===== src/hdl/tclr_pkg.sv =====
// Shared types, constants and helpers for the text console line ring.
`default_nettype none
package tclr_pkg;

	localparam int MAX_LINES = 64;
	localparam int MAX_COLS  = 128;
	localparam int LINE_W    = 6;
	localparam int COL_W     = 8;
	localparam int ADDR_W    = LINE_W + COL_W;

	localparam logic [7:0] CH_NL    = 8'h0A;
	localparam logic [7:0] CH_TAB   = 8'h09;
	localparam logic [7:0] CH_SPACE = 8'h20;
	localparam logic [7:0] CH_NUL   = 8'h00;

	localparam logic [7:0] W_MAX = 8'(MAX_COLS);
	localparam logic [6:0] L_MAX = 7'(MAX_LINES);

	typedef enum logic [1:0] {
		OP_PUT    = 2'd0,
		OP_SCROLL = 2'd1,
		OP_CLEAR  = 2'd2,
		OP_READ   = 2'd3
	} op_t;

	typedef enum logic [2:0] {
		REG_LINE_WIDTH   = 3'd0,
		REG_LINES_IN_USE = 3'd1,
		REG_VIS_HEIGHT   = 3'd2,
		REG_STOP_FULL    = 3'd3,
		REG_DBL_BYTE     = 3'd4
	} reg_idx_t;

	typedef enum logic [2:0] {
		S_IDLE, S_TAB, S_FIN, S_WRAP, S_LEAD, S_MOD, S_RD, S_OUT
	} state_t;

	typedef struct packed {
		op_t              op;
		logic [7:0]       char_byte;
		logic signed [7:0] scroll_amount;
		logic [5:0]       read_row;
		logic [6:0]       read_column;
	} item_t;

	typedef struct packed {
		logic [7:0] line_width;
		logic [6:0] lines_in_use;
		logic [6:0] visible_height;
		logic       stop_when_full;
		logic       double_byte_enable;
	} cfg_t;

	typedef struct packed {
		logic [7:0] read_byte;
		logic       row_valid;
		logic       accepted;
		logic [5:0] view_top;
		logic [5:0] oldest_line;
		logic [5:0] current_line;
		logic [7:0] current_column;
	} res_t;

	function automatic logic [5:0] ring_next(input logic [5:0] i, input logic [6:0] l);
		logic [6:0] s;
		s = {1'b0, i} + 7'd1;
		return (s >= l) ? 6'd0 : s[5:0];
	endfunction

	function automatic logic signed [9:0] ring_diff(input logic [5:0] a, input logic [5:0] b,
			input logic [6:0] l);
		logic signed [9:0] d;
		d = $signed({4'b0, b}) - $signed({4'b0, a});
		if (d < 0)
			d = d + $signed({3'b0, l});
		return d;
	endfunction

	function automatic logic is_lead(input logic [7:0] b);
		return ((b >= 8'h81) && (b <= 8'h9F)) || ((b >= 8'hE0) && (b <= 8'hFC));
	endfunction

endpackage
`default_nettype wire


===== src/hdl/tclr_front.sv =====
// Front end: takes transactions in and holds them in a two-entry queue for the sequencer.
`default_nettype none
module tclr_front
	import tclr_pkg::*;
(
	input  wire logic        clk,
	input  wire logic        arst_n,
	input  wire logic        in_valid,
	output logic             in_stall,
	input  wire logic [1:0]  operation,
	input  wire logic [7:0]  char_byte,
	input  wire logic signed [7:0] scroll_amount,
	input  wire logic [5:0]  read_row,
	input  wire logic [6:0]  read_column,
	output item_t            head,
	output logic             head_valid,
	input  wire logic        take
);

	item_t      entry_q [2];
	logic       wr_ptr_q, rd_ptr_q;
	logic [1:0] count_q;
	logic       push, pop;
	item_t      incoming;

	always_comb begin
		incoming.op            = op_t'(operation);
		incoming.char_byte     = char_byte;
		incoming.scroll_amount = scroll_amount;
		incoming.read_row      = read_row;
		incoming.read_column   = read_column;
	end

	assign in_stall   = (count_q == 2'd2);
	assign push       = in_valid && !in_stall;
	assign head_valid = (count_q != 2'd0);
	assign pop        = take && head_valid;
	assign head       = entry_q[rd_ptr_q];

	always_ff @(posedge clk) begin
		if (push)
			entry_q[wr_ptr_q] <= incoming;
	end

	always_ff @(posedge clk or negedge arst_n) begin
		if (!arst_n) begin
			wr_ptr_q <= 1'b0;
			rd_ptr_q <= 1'b0;
			count_q  <= 2'd0;
		end else begin
			if (push)
				wr_ptr_q <= !wr_ptr_q;
			if (pop)
				rd_ptr_q <= !rd_ptr_q;
			case ({push, pop})
				2'b10:   count_q <= count_q + 2'd1;
				2'b01:   count_q <= count_q - 2'd1;
				default: count_q <= count_q;
			endcase
		end
	end

`ifndef SYNTHESIS
	a_count_bound: assert property (@(posedge clk) disable iff (!arst_n)
		count_q <= 2'd2) else $error("queue count overflow");
	a_take_nonempty: assert property (@(posedge clk) disable iff (!arst_n)
		take |-> head_valid) else $error("take from empty queue");
	a_push_count: assert property (@(posedge clk) disable iff (!arst_n)
		(push && !pop) |=> (count_q == $past(count_q) + 2'd1))
		else $error("push lost");
`endif

endmodule
`default_nettype wire


===== config.mk =====
export PLATFORM = sky130hd
export DESIGN_NAME = tclr_front
export DESIGN_NICKNAME = d
export VERILOG_FILES = /design/src/hdl/tclr_pkg.sv /design/src/hdl/tclr_front.sv
export SDC_FILE = /design/constraint.sdc
export NUM_CORES = 1
export LEC_CHECK = 0
export BUFFER_PORTS_ARGS = -buffer_cell sky130_fd_sc_hd__buf_2
export CORE_MARGIN = 2
export CORE_UTILIZATION = 55
export CTS_CLUSTER_SIZE = 16
export DETAILED_ROUTE_END_ITERATION = 8
export GPL_TIMING_DRIVEN = 0
export PLACE_DENSITY = 0.83
export SLEW_MARGIN = 20
export SYNTH_ARGS = -nofsm -noshare
export SYNTH_HDL_FRONTEND = slang
export SYNTH_SLANG_ARGS = --single-unit

===== constraint.sdc =====
create_clock -name clk -period 6.7 [get_ports clk]
set_clock_uncertainty 0.15 [all_clocks]
set_input_delay 1.34 -clock clk [delete_from_list [all_inputs] [get_ports clk]]
set_output_delay 1.34 -clock clk [all_outputs]
set_load 0.005 [all_outputs]

==> summary.txt <==
Routing
  • Total wire length: 3.93 mm
  • Via/cell ratio: 5.02
  • DRT Pass-1 Iters: 4
  • ANT nets after route: 0
  • Vias: 1260
  • Average routed wire per standard cell: 15.6 um
  • Iteration-0 DRC count of the detailed router: 108
  • Residual DRC: 0

Hold path
  • Worst Hold Class: flip-flop to flip-flop
  • Hold wc startpoint: count_q[1]$_DFFE_PN0P_
  • Hold Path End: count_q[1]$_DFFE_PN0P_
  • Hold Path Depth: 1

Clock tree
  • CTS root buffer: clkbuf_8
  • Post-CTS Setup Bufs: 0
  • Resized cells post-CTS: 0
  • CTS Hold Bufs: 0
  • Largest buffer count on any clock path: 2
  • CTS tree: done
  • CTS Buf Count: 9
  • Clock-pin slew of the registers on the worst-case setup and hold paths: 60 ps
  • Htree depth: 3
  • Sink Count: 66
  • Clk_lat worst skew: 320 ps

Layout
  • Commonest non-fill, non-tap cell in the layout: buf_2
  • Area Overhead vs Synth: 25.3%
  • Design area: 3080 um^2
  • Fraction of layout cells with a size suffix above 1: 60.8%
  • # diodes: 0
  • Most frequent cells in the layout: buf_2 (67), edfxtp_1 (62), mux2_2 (29)
  • Layout Nets: 230

Worst setup path
  • RR Endpoint: entry_q[1][8]$_DFFE_PP_
  • CP endpoint kind: output pin
  • Crit path DAT: 1480 ps
  • R2r worst-path depth: 2
  • CP startpoint kind: flip-flop
  • Worst setup path class: flip-flop to output pin
  • Worst r2r src: count_q[0]$_DFFE_PN0P_
  • CP max FO: 10
  • Critical Path RT: 5210 ps
  • Flop-to-flop setup slack: 4890 ps

Yosys
  • Syn avg cell area: 21.4 um^2
  • Seq/Total Area, Yosys: 79.9%
  • Flops & latches, synth: 66
  • Synth Instances: 115
  • Mux cell area share after synthesis: 14.5%
  • Synth Area in Adders: 0.509%
  • Mapped Nets: 151
  • Number of distinct library cells after synthesis: 16
  • XOR/XNOR Fraction of Synth Area: 1.78%
  • Biggest area consumer among synthesized cells: edfxtp_1
  • Yosys top cell area share: 75.8%
  • Synthesized area: 2460 um^2
  • Largest family of logic cells by synthesized area: multiplexers
  • Ys Warns: 0
  • Compound-Gate Fraction of Synth Area: 0%
  • Ranking of synthesized cells by area: edfxtp_1 (76%), mux2_2 (13%), dfrtp_1 (4.1%)
  • Fraction of the mapped netlist area in simple logic gates: 1.58%

Die
  • Core area: 4320 um^2
  • Initial core utilization: 56.8%
  • Die H: 70.8 um
  • Die Wd: 70.8 um
  • Die area: 5020 um^2
  • Rows: 24
  • Boundary Pins: 68

Global route
  • Initial antenna violation count: 0
  • Vias in the first global route: 1309
  • Grt ovf: 0
  • Total GRT Usage: 16.7%
  • First-pass GRT wire length: 6.00 mm
  • Largest net degree at the start of global routing: 32

Timing
  • Setup TNS: 0 ps
  • Final Hold Vio Count: 0
  • Hold slack: 379 ps
  • Fmax: 0.336 GHz
  • Max_slew headroom: 51.5%
  • Fin crit share: 44.4%
  • Final Critical Period: 2970 ps
  • Slew Viols, Final: 0
  • Setup ws final: 3730 ps
  • Worst-Margin Slew: 728 ps
  • Final setup viols: 0
  • RSZ-0062 raised after global routing: no

Pwr
  • Peak VDD IR: 0.302 mV
  • Power Density: 422 nW/um^2
  • Leakage: 0.00120 uW
  • Power Total: 1300 uW

Placed design
  • Routability Congestion: 0.688
  • Worst slack at placement: 4050 ps
  • DP Wirelength: 2.75 mm
  • I/O Buffers: 67
  • Dpl cell area: 2890 um^2

Flow run
  • Max-cap viol count: 0

Run status
  • Status: completed
==> synthesized netlist by cell type (all sizes together) <==
cell and number:
ha 1, dfrtp 4, nor2 2, buf 3, and3 1, nand2 1, or2 1, and2 1
edfxtp 62, inv 1, nand2b 1, mux2 31, xnor2 3, clkbuf 1, xor2 2
==> flip-flops by register name, summed over array words and instances, names as in the netlist <==
register,count
count_q,2
entry_q,62
rd_ptr_q,1
wr_ptr_q,1
==> worst max-delay path: stages, from the launching register on <==
cell,delay [ps]
dfrtp_1,330
clkbuf_2,180
buf_6,180
mux2_2,350
buf_2,130
==> worst max-delay path by stage <==
| stage | slack [ps] | depth (start not counted) | endpoint | from |
|---|---|---|---|---|
| after CTS | 3690 | 4 | head[10] | rd_ptr_q$_DFFE_PN0P_ |
| final | 3730 | 4 | head[10] | rd_ptr_q$_DFFE_PN0P_ |
| after floorplan | 3380 | 2 | entry_q[0][0]$_DFFE_PP_ | in_valid |
| after global routing | 3660 | 4 | head[3] | rd_ptr_q$_DFFE_PN0P_ |
| after detailed placement | 4050 | 4 | head[3] | rd_ptr_q$_DFFE_PN0P_ |
| after global placement | 2760 | 3 | entry_q[0][11]$_DFFE_PP_ | in_valid |
==> cell type report <==
cell class,count,area (um^2)
clock buffer,10,128
sequential,66,1960
timing repair buffer,68,363
inverter,1,3.75
multi-input combinational,44,460
buffer,4,38.8
fill,292,1250
clock inverter,6,57.6
tap,52,65.1
==> kinds of logic after synthesis <==
kind of cell	after synthesis
mux	31
xor+xnor	5
simple gates	7
flops	66
buf+inv	5
fa+ha+maj	1
==> through the flow <==
step / utilization [%] / std cells
2_1_floorplan: - / 115
3_3_place_gp: 66.1 / 234
3_5_place_dp: 66.9 / 235
4_1_cts: 71.2 / 251
5_1_grt: 71.2 / 251
6_report: 71.2 / 251
==> per-layer routing <==
| metal | vias to the layer above | wire, um | track usage, % |
|---|---|---|---|
| met4 | 0 | 55 | 9.43 |
| met3 | 7 | 257 | 5.84 |
| li1 | 601 | - | - |
| met2 | 52 | 2080 | 28.5 |
| met1 | 600 | 1540 | 18.3 |
| met5 | - | 0 | 0 |
==> where the power goes <==
| part | internal (uW) | switching, uW |
|---|---|---|
| logic | 211 | 186 |
| clock network | 169 | 137 |
| registers | 567 | 30.2 |
(Power assumes the default switching activity.)
